--- config.mk ---
export PLATFORM = sky130hd
export DESIGN_NAME = dpt_ram
export DESIGN_NICKNAME = d
export VERILOG_FILES = /design/src/rtl/dpt_ram.sv
export SDC_FILE = /design/constraint.sdc
export NUM_CORES = 1
export LEC_CHECK = 0
export ABC_AREA = 1
export BUFFER_PORTS_ARGS = -buffer_cell sky130_fd_sc_hd__buf_2
export CAP_MARGIN = 30
export CORE_ASPECT_RATIO = 1.2
export CORE_MARGIN = 2
export CORE_UTILIZATION = 48
export DETAILED_ROUTE_END_ITERATION = 8
export PLACE_DENSITY_LB_ADDON = 0.05
export SYNTH_ARGS = -nofsm -noshare
export SYNTH_HDL_FRONTEND = slang
export SYNTH_SLANG_ARGS = --single-unit
--- constraint.sdc ---
create_clock -name clk_i -period 1.1 [get_ports clk_i]
set_input_delay 0.11 -clock clk_i [delete_from_list [all_inputs] [get_ports clk_i]]
set_output_delay 0.11 -clock clk_i [all_outputs]
set_load 0.005 [all_outputs]
--- src/rtl/dpt_ram.sv ---
module dpt_ram #(
  parameter int unsigned Width = 8,
  parameter int unsigned Depth = 2,
  localparam int unsigned AddrW = (Depth > 1) ? $clog2(Depth) : 1
) (
  input  logic             clk_i,
  input  logic             we_i,
  input  logic [AddrW-1:0] waddr_i,
  input  logic [Width-1:0] wdata_i,
  input  logic [AddrW-1:0] raddr_i,
  output logic [Width-1:0] rdata_o
);

  logic [Width-1:0] mem_q [Depth];
  logic [Width-1:0] rdata_q;

  always_ff @(posedge clk_i) begin
    if (we_i) begin
      mem_q[waddr_i] <= wdata_i;
    end
    rdata_q <= mem_q[raddr_i];
  end

  assign rdata_o = rdata_q;

endmodule

==> results of run 1 <==
## layout by cell type (no fill, tap or decap), drive strengths merged
| cell type | instances |
|---|---|
| nor2 | 1 |
| buf | 20 |
| bufinv | 1 |
| nand2 | 25 |
| inv | 3 |
| dfxtp | 8 |
| dlygate4sd3 | 8 |
| clkbuf | 3 |
| edfxtp | 16 |
## state kept, by name, indices dropped and copies added (netlist names)
signal	count
rdata_o	8
mem_q	16
## routing by layer
metal,part of all wire,vias up,GRT usage
met3,0.062,0,0.0279
met5,0,-,0
met2,0.51,18,0.225
met4,0,0,0.0400
li1,-,237,-
met1,0.43,206,0.160
## synthesized netlist by cell type, drive strengths merged
| cell type | count | area [um2] |
|---|---|---|
| edfxtp | 16 | 480 |
| nor2 | 1 | 3.75 |
| buf | 1 | 11.3 |
| nand2 | 25 | 93.8 |
| dfxtp | 8 | 160 |
| inv | 3 | 11.3 |
## how the worst min path moves through the flow
| stage | from | slack, ns | end |
|---|---|---|---|
| floorplan | wdata_i[0] | 0.21 | mem_q[0][0]$_DFFE_PP_ |
| global placement | wdata_i[6] | 0.30 | mem_q[0][6]$_DFFE_PP_ |
| detailed placement | wdata_i[6] | 0.30 | mem_q[0][6]$_DFFE_PP_ |
| CTS | raddr_i | 0.09 | rdata_o[2]$_DFF_P_ |
| global route | raddr_i | 0.11 | rdata_o[2]$_DFF_P_ |
| finish | raddr_i | 0.1 | rdata_o[2]$_DFF_P_ |
## per-stage QoR
step	utilization	instances
CTS	0.687	102
global placement	0.597	90
finish	0.687	102
floorplan	-	54
detailed placement	0.597	90
global route	0.687	102
## cell families (layout without fill, tap and decap cells)
group	Yosys count	count (layout)	synth area share
AND/OR/NAND/NOR	26	26	0.128
flip-flops	24	24	0.842
buffers and inverters	4	35	0.0296
## power groups by stage
stage / sequential [mW] / combinational, mW / clock [mW]
after floorplan: 1.07 / 0.0417 / 0
after global placement: 1.07 / 0.100 / 0
after detailed placement: 1.07 / 0.102 / 0
after CTS: 1.05 / 0.124 / 0.625
after global routing: 1.05 / 0.143 / 0.652
final: 1.05 / 0.123 / 0.611
## final cells by class
| class | count | share of cell area |
|---|---|---|
| clock inverters | 1 | 0.0299 |
| inverters | 3 | 0.0112 |
| flip-flops and latches | 24 | 0.637 |
| well taps | 17 | 0.0211 |
| multi-input cells | 26 | 0.0970 |
| repair buffers | 28 | 0.182 |
| clock buffers | 3 | 0.0224 |
==> key figures, run 1 <==
Routing
  – Via-per-instance ratio: 4.52
  – Initial DRC count: 20
  – Final ANT Viol Nets: 0
  – Drt pass-1 iters: 4
  – Avg WL per Cell: 10.3 um
  – Via count: 461
  – DR DRC count: 0
  – Final WL: 1.05 mm

Setup path
  – WS Path Type: register to output pin
  – Critical path depth in cells: 1
  – Slowest stage delay, CP: 0.32 ns
  – RR Endpoint: rdata_o[6]$_DFF_P_
  – Crit. End Element: output pin
  – CP startpoint: rdata_o[5]$_DFF_P_
  – R2r setup slk: 0.50 ns
  – FF-to-FF path depth: 2
  – Maximum fanout along the worst path: 1
  – Critical-path cell list: buf_2
  – Buf/Inv on CP: 1
  – CP arrival: 0.74 ns
  – Slowest CP cell: dfxtp_1
  – CP Capture Point: rdata_o[5]
  – CP top delay family: flip-flops
  – WP data required: 0.99 ns
  – Launching element type of the critical path: register
  – Worst flop-to-flop path startpoint: mem_q[0][6]$_DFFE_PP_

Final layout
  – P&R area growth vs syn: 32.2%
  – Share of cells above drive strength 1: 0.294
  – Register area: 641 um2
  – Nets: 98
  – Fillers: 101
  – Ant. Diodes: 0
  – Design Area, Final: 0.00101 mm2
  – Multi-input logic area: 97.6 um2

Power
  – Sw power: 0.317 mW
  – Clock power share: 0.343
  – Power density over the cells: 1770 mW/mm2
  – VDD IR max: 1140 uV
  – Switching share of power: 0.178
  – Int Pwr: 1.46 mW
  – Sequential Power Share: 0.587
  – Tot Pwr: 1.78 mW
  – Combinational share of power: 0.069
  – Leak pwr: 0.452 nW

Timing
  – Final worst setup slack: 0.250 ns
  – Max-slew violation count: 0
  – Share of the clock period used by the worst path: 0.773
  – RSZ-0062 raised after global routing: no
  – Worst hold margin: 0.0999 ns
  – Post-Route Setup TNS: 0 ns
  – Max-Slew Margin vs Limit: 0.806
  – Clock skew: 0.00564 ns
  – Slew at the pin closest to its max-slew limit: 0.291 ns
  – Fin. Hold Viols: 0
  – Final setup fails: 0
  – F_max: 1180 MHz
  – Minimum clock period after layout: 0.850 ns

Floorplan
  – Core Area: 0.00146 mm2
  – IO Count: 20
  – Die height: 47.6 um
  – Die area: 0.00192 mm2
  – Chip width: 40.3 um
  – Core Rows: 15
  – Starting density of the core: 0.520

CTS
  – H-tree depth: 1
  – Postcts setup bufs: 0
  – Worst-skew pair later-pin latency: 0.30 ns
  – Max Root-Sink Buffers: 2
  – Clk pin slew, worst setup/hold paths: 0.13 ns
  – TritonCTS buffer count: 3
  – CTS Root Cell: clkbuf_4
  – Hold-fix buffers at CTS: 8
  – Clock sinks: 24
  – CTS resizes: 0
  – CTS tree: built

GRT
  – GRT Resource Usage Total: 0.130
  – Vias in the first global route: 418
  – Initial antenna violation count: 0
  – Largest net degree at the start of global routing: 15
  – GR Overflow Total: 0
  – First-pass GRT wire length: 1.65 mm

Placed design
  – Post-DP HPWL: 686 um
  – Area after DPL: 873 um2
  – Port Buf Inserts: 19
  – Setup slack at placement: 0.299 ns
  – Routability cong.: 0.663

Synth
  – Number of synthesized register bits: 24
  – Post-Syn Area: 761 um2
  – Warnings from Yosys: 0
  – Mean Syn Cell Area: 14.1 um2
  – Net Count, Synth: 66
  – Post-Synthesis Cells: 54
  – Synth cell types: 7
  – Sequential-to-total area share from yosys stat: 0.842

Worst hold path
  – Worst Hold Class: input pin to register
  – Hold path depth: 3

Run status
  – Status: complete, no violations

Run
  – Max Cap Violations: 0
(Power assumes the default switching activity.)
==> inputs of run 2 (changes only) <==
--- a/config.mk
+++ b/config.mk
@@ -5,7 +5,7 @@
 export SDC_FILE = /design/constraint.sdc
 export NUM_CORES = 1
 export LEC_CHECK = 0
-export ABC_AREA = 1
+export ABC_AREA = 0
 export BUFFER_PORTS_ARGS = -buffer_cell sky130_fd_sc_hd__buf_2
 export CAP_MARGIN = 30
 export CORE_ASPECT_RATIO = 1.2
==> constraint.sdc (replaced) <==
create_clock -name clk_i -period 0.8 [get_ports clk_i]
set_input_delay 0.08 -clock clk_i [delete_from_list [all_inputs] [get_ports clk_i]]
set_output_delay 0.08 -clock clk_i [all_outputs]
set_load 0.005 [all_outputs]
==> key figures, run 2 <==
Routing
  – Via count: 399
  – Final WL: 1.11 mm
  – Final ANT Viol Nets: 0
  – Avg WL per Cell: 12.8 um
  – Via-per-instance ratio: 4.59
  – Initial DRC count: 11
  – DR DRC count: 0
  – Drt pass-1 iters: 4

Synth
  – Warnings from Yosys: 0
  – Top cells by area, synth: edfxtp_1 (61%), dfxtp_1 (20%), mux2_4 (15%), buf_6 (1.4%), and2_1 (0.80%)
  – Yosys top cell area share: 0.612
  – Net Count, Synth: 47
  – Post-synth ARST share: 0
  – Synth area leader: edfxtp_1
  – Most frequent cell after synthesis: edfxtp_1
  – Mean Syn Cell Area: 22.4 um2
  – Top_reg_cell synth: edfxtp_1
  – Synth top cells by count: edfxtp_1 (16), dfxtp_1 (8), mux2_4 (8)
  – Synth cell types: 6
  – Sequential-to-total area share from yosys stat: 0.817
  – Number of synthesized register bits: 24
  – Post-synth EDFFs: 16
  – Post-Syn Area: 785 um2
  – Post-Synthesis Cells: 35

Timing
  – Final setup fails: 8
  – Worst hold margin: 0.196 ns
  – Minimum clock period after layout: 0.834 ns
  – Max-Slew Margin vs Limit: 0.828
  – Share of the clock period used by the worst path: 1.04
  – Final worst setup slack: -0.0342 ns
  – Slew at the pin closest to its max-slew limit: 0.258 ns
  – F_max: 1200 MHz
  – Clock skew: 0.00764 ns
  – Fin. Hold Viols: 0
  – Max-slew violation count: 0
  – RSZ-0062 raised after global routing: yes
  – Post-Route Setup TNS: -0.158 ns

Floorplan
  – Die area: 0.00198 mm2
  – Starting density of the core: 0.496
  – Core Rows: 16
  – Core Area: 0.00158 mm2
  – Die height: 48.3 um
  – IO Count: 20
  – Chip width: 40.9 um

CTS
  – CTS tree: built
  – Max Root-Sink Buffers: 2
  – Worst-skew pair later-pin latency: 0.31 ns
  – TritonCTS buffer count: 3
  – Clk pin slew, worst setup/hold paths: 0.13 ns
  – CTS Root Cell: clkbuf_4
  – Postcts setup bufs: 0
  – H-tree depth: 1
  – Clock sinks: 24

Placed design
  – Placed Instances: 75
  – Post-DP HPWL: 808 um
  – Area after DPL: 923 um2
  – Setup slack at placement: 0.0163 ns
  – Port Buf Inserts: 19
  – Routability cong.: 0.598

Setup path
  – Crit. End Element: output pin
  – Worst flop-to-flop path startpoint: mem_q[0][6]$_DFFE_PP_
  – Critical path depth in cells: 1
  – Slowest CP cell: dfxtp_2
  – Launching element type of the critical path: register
  – CP top delay family: flip-flops
  – Maximum fanout along the worst path: 1
  – FF-to-FF path depth: 1
  – Slowest stage delay, CP: 0.34 ns
  – RR Endpoint: rdata_o[6]$_DFF_P_
  – WS Path Type: register to output pin
  – WP data required: 0.72 ns
  – CP arrival: 0.75 ns
  – R2r setup slk: 0.02 ns
  – Buf/Inv on CP: 1
  – CP Capture Point: rdata_o[2]
  – Critical-path cell list: buf_6
  – CP startpoint: rdata_o[2]$_DFF_P_

Final layout
  – Ant. Diodes: 0
  – Most frequent cells in the layout: buf_2 (16), edfxtp_1 (16), mux2_4 (8), dlygate4sd3_1 (8), dfxtp_1 (5)
  – Finished Core Util: 0.682
  – Largest reg by FF count: mem_q
  – P&R area growth vs syn: 37.5%
  – Largest register FFs: 16
  – Nets: 82
  – Final Non-Filler Cells: 87
  – Design Area, Final: 0.00108 mm2
  – Share of cells above drive strength 1: 0.565

Power
  – VDD IR max: 1280 uV
  – Tot Pwr: 2.52 mW
  – Leak pwr: 0.452 nW
  – Power density over the cells: 2340 mW/mm2

Worst hold path
  – Worst Hold Class: input pin to register
  – Worst Min Path Start: raddr_i

GRT
  – GR Overflow Total: 0
  – Largest net degree at the start of global routing: 15
  – First-pass GRT wire length: 1.60 mm
  – Initial antenna violation count: 0
  – GRT Resource Usage Total: 0.129
  – Vias in the first global route: 405

Run status
  – Failing checks: setup timing
  – Status: finished, violations left

Run
  – Max Cap Violations: 0
==> run 2: cell type report <==
class	count	area [um2]
Sequential cell	24	644
Clock buffer	3	22.5
Tap cell	18	22.5
Clock inverter	1	30.0
Timing Repair Buffer	31	224
Multi-Input combinational cell	10	135
Fill cell	105	503
==> run 2: worst min-delay path by stage <==
stage	to	slack (ns)	depth (start not counted)
after CTS	rdata_o[4]$_DFF_P_	0.19	2
after floorplan	mem_q[0][0]$_DFFE_PP_	0.18	0
after global routing	rdata_o[4]$_DFF_P_	0.19	2
final	rdata_o[4]$_DFF_P_	0.20	2
after global placement	mem_q[0][2]$_DFFE_PP_	0.27	1
after detailed placement	mem_q[1][2]$_DFFE_PP_	0.27	1
==> run 2: metal layers <==
layer | track usage | part of all wire
met5 | 0 | 0
met4 | 0.0600 | 0.013
met3 | 0.0548 | 0.047
met2 | 0.216 | 0.54
met1 | 0.139 | 0.40
==> run 2: logic make-up (layout without fill, tap and decap cells) <==
logic type	Yosys count	count (layout)	synth area share
DFF	24	24	0.817
buffers and inverters	1	35	0.0144
muxes	8	8	0.153
and+or+nand+nor	2	2	0.0160
==> run 2: timing repair <==
action                                 in CTS  in global routing
pin swaps                                   0                  0
hold buffers                                8                  0
endpoints found under the hold margin      16                  0
resized for setup                           0                  6
setup endpoints to repair                   8                  8
==> run 2: power breakdown <==
group	switching, mW	internal [mW]	leakage [nW]
Combinational	0.0728	0.152	0.207
Clock	0.339	0.506	0.0279
Sequential	0.0268	1.42	0.218
Total	0.439	2.08	0.452
==> inputs of run 3 (changes only) <==
--- a/config.mk
+++ b/config.mk
@@ -8,11 +8,12 @@
 export ABC_AREA = 0
 export BUFFER_PORTS_ARGS = -buffer_cell sky130_fd_sc_hd__buf_2
 export CAP_MARGIN = 30
-export CORE_ASPECT_RATIO = 1.2
 export CORE_MARGIN = 2
-export CORE_UTILIZATION = 48
+export CORE_UTILIZATION = 52
 export DETAILED_ROUTE_END_ITERATION = 8
+export GPL_TIMING_DRIVEN = 0
 export PLACE_DENSITY_LB_ADDON = 0.05
+export SLEW_MARGIN = 20
 export SYNTH_ARGS = -nofsm -noshare
 export SYNTH_HDL_FRONTEND = slang
 export SYNTH_SLANG_ARGS = --single-unit
==> constraint.sdc (replaced) <==
create_clock -name clk_i -period 1 [get_ports clk_i]
set_input_delay 0.1 -clock clk_i [delete_from_list [all_inputs] [get_ports clk_i]]
set_output_delay 0.1 -clock clk_i [all_outputs]
set_load 0.005 [all_outputs]
==> key figures, run 3 (synthesis results as in run 2) <==
Setup path
  – Worst flop-to-flop path startpoint: mem_q[0][6]$_DFFE_PP_
  – WS Path Type: input pin to register
  – Slowest CP cell: nor2b_1
  – FF-to-FF path depth: 1
  – CP arrival: 0.78 ns
  – WP data required: 0.94 ns
  – Buf/Inv on CP: 1
  – Crit. End Element: register
  – CP top delay family: simple AND/OR/NAND/NOR gates
  – Launching element type of the critical path: input pin
  – Slowest stage delay, CP: 0.57 ns
  – Maximum fanout along the worst path: 8
  – Critical-path cell list: buf_2 > nor2b_1
  – R2r setup slk: 0.24 ns
  – RR Endpoint: rdata_o[6]$_DFF_P_

CTS
  – Clk pin slew, worst setup/hold paths: 0.11 ns
  – CTS tree: built
  – Max Root-Sink Buffers: 2
  – Clock sinks: 24
  – CTS resizes: 0
  – H-tree depth: 1
  – Worst-skew pair later-pin latency: 0.29 ns
  – TritonCTS buffer count: 3
  – CTS Root Cell: clkbuf_4
  – Postcts setup bufs: 0

Final layout
  – Final Non-Filler Cells: 80
  – Largest register FFs: 16
  – Largest reg by FF count: mem_q
  – Design Area, Final: 997 um2
  – Leading cell type in the layout, fill and taps excluded: buf_2
  – P&R area growth vs syn: 27.1%
  – Ant. Diodes: 0
  – Nets: 78
  – Most frequent cells in the layout: buf_2 (18), edfxtp_1 (16), mux2_4 (8), dlygate4sd3_1 (8), dfxtp_1 (8)
  – Share of cells above drive strength 1: 0.469
  – Fillers: 101

GRT
  – Vias in the first global route: 436
  – GRT Resource Usage Total: 0.124
  – GR Overflow Total: 0
  – Initial antenna violation count: 0
  – Largest net degree at the start of global routing: 13
  – First-pass GRT wire length: 1.64 mm

Worst hold path
  – Worst Min Path Start: raddr_i
  – Hold path depth: 2
  – Hold Path Sink: rdata_o[0]$_DFF_P_
  – Worst Hold Class: input pin to register

Power
  – Int Pwr: 1.38 mW
  – VDD IR max: 847 uV
  – Clock power share: 0.225
  – Combinational share of power: 0.092
  – Leak pwr: 0.412 nW
  – Sequential Power Share: 0.682
  – Switching share of power: 0.185
  – Sw power: 0.312 mW
  – Power density over the cells: 1690 mW/mm2

Run status
  – Status: complete, no violations

Timing
  – Fin. Hold Viols: 0
  – F_max: 1190 MHz
  – Share of the clock period used by the worst path: 0.841
  – Clock skew: 0.000718 ns
  – Max-Slew Margin vs Limit: 0.506
  – Max-slew violation count: 0
  – Final setup fails: 0
  – Minimum clock period after layout: 0.841 ns
  – Slew at the pin closest to its max-slew limit: 0.739 ns
  – RSZ-0062 raised after global routing: no

Floorplan
  – Die height: 42.8 um
  – Core Area: 0.00145 mm2
  – Core Rows: 14
  – Chip width: 42.8 um
  – IO Count: 20
  – Die area: 0.00184 mm2
  – Starting density of the core: 0.540

Run
  – Max Cap Violations: 0

Routing
  – Via count: 378
  – Via-per-instance ratio: 4.73
  – Final WL: 999 um
  – DR DRC count: 0
  – Drt pass-1 iters: 1
  – Final ANT Viol Nets: 0
  – Avg WL per Cell: 12.5 um
  – Initial DRC count: 0

Placed design
  – Port Buf Inserts: 18
  – Area after DPL: 895 um2
  – Routability cong.: 0.642
  – Post-DP HPWL: 686 um
  – Placed Instances: 69
[run 3: cell count changes in the layout (fill, tap and decap cells not counted)]
cell	delta
buf_2	+2
buf_4	-4
buf_6	-2
bufinv_16	-1
dfxtp_1	+3
dfxtp_2	-3
nor2b_1	+1
nor2b_2	-1
[run 3: layout make-up]
cell class | instances | area [um2] | area share
Buffer | 1 | 11.3 | 0.0113
Timing Repair Buffer | 26 | 170 | 0.171
Clock buffer | 3 | 22.5 | 0.0226
Multi-Input combinational cell | 10 | 133 | 0.133
Sequential cell | 24 | 641 | 0.642
Tap cell | 16 | 20.0 | 0.0201
[run 3: metrics by stage]
stage               setup slack [ns]  hold WS [ns]  power (mW)  utilization  TNS (ns)
global route                  0.0997         0.120        1.75        0.686         0
detailed placement            -0.177         0.291        1.31        0.615     -1.41
global placement              -0.102         0.288        1.30        0.615    -0.816
CTS                            0.150         0.115        1.70        0.686         0
floorplan                      0.107         0.199        1.25            -         0
finish                         0.159         0.119        1.69        0.686         0
[run 3: what timing repair did]
item | CTS | global route
endpoints found under the setup margin | 0 | 0
hold endpoints to repair | 16 | 0
hold buffers | 8 | 0
[run 3: worst max path at each step]
stage / from / end / slack, ns / depth (start not counted)
global placement: waddr_i / mem_q[0][0]$_DFFE_PP_ / -0.10 / 2
finish: waddr_i / mem_q[0][2]$_DFFE_PP_ / 0.16 / 2
CTS: waddr_i / mem_q[0][2]$_DFFE_PP_ / 0.15 / 2
global route: waddr_i / mem_q[0][2]$_DFFE_PP_ / 0.1 / 2
detailed placement: waddr_i / mem_q[0][0]$_DFFE_PP_ / -0.18 / 2
floorplan: we_i / mem_q[0][0]$_DFFE_PP_ / 0.11 / 1
[run 3: power groups by stage]
stage	clock, mW	sequential, mW	combinational (mW)
finish	0.380	1.15	0.156
global route	0.425	1.16	0.169
CTS	0.392	1.16	0.157
detailed placement	0	1.18	0.133
global placement	0	1.17	0.128
floorplan	0	1.18	0.0683
[run 3: routing by layer]
metal	GRT usage	part of all wire	up-vias	wire, um
li1	-	-	189	-
met1	0.108	0.35	177	347
met2	0.264	0.60	12	602
met3	0.0255	0.048	0	48
met4	0.0375	0	0	0
met5	0	0	-	0
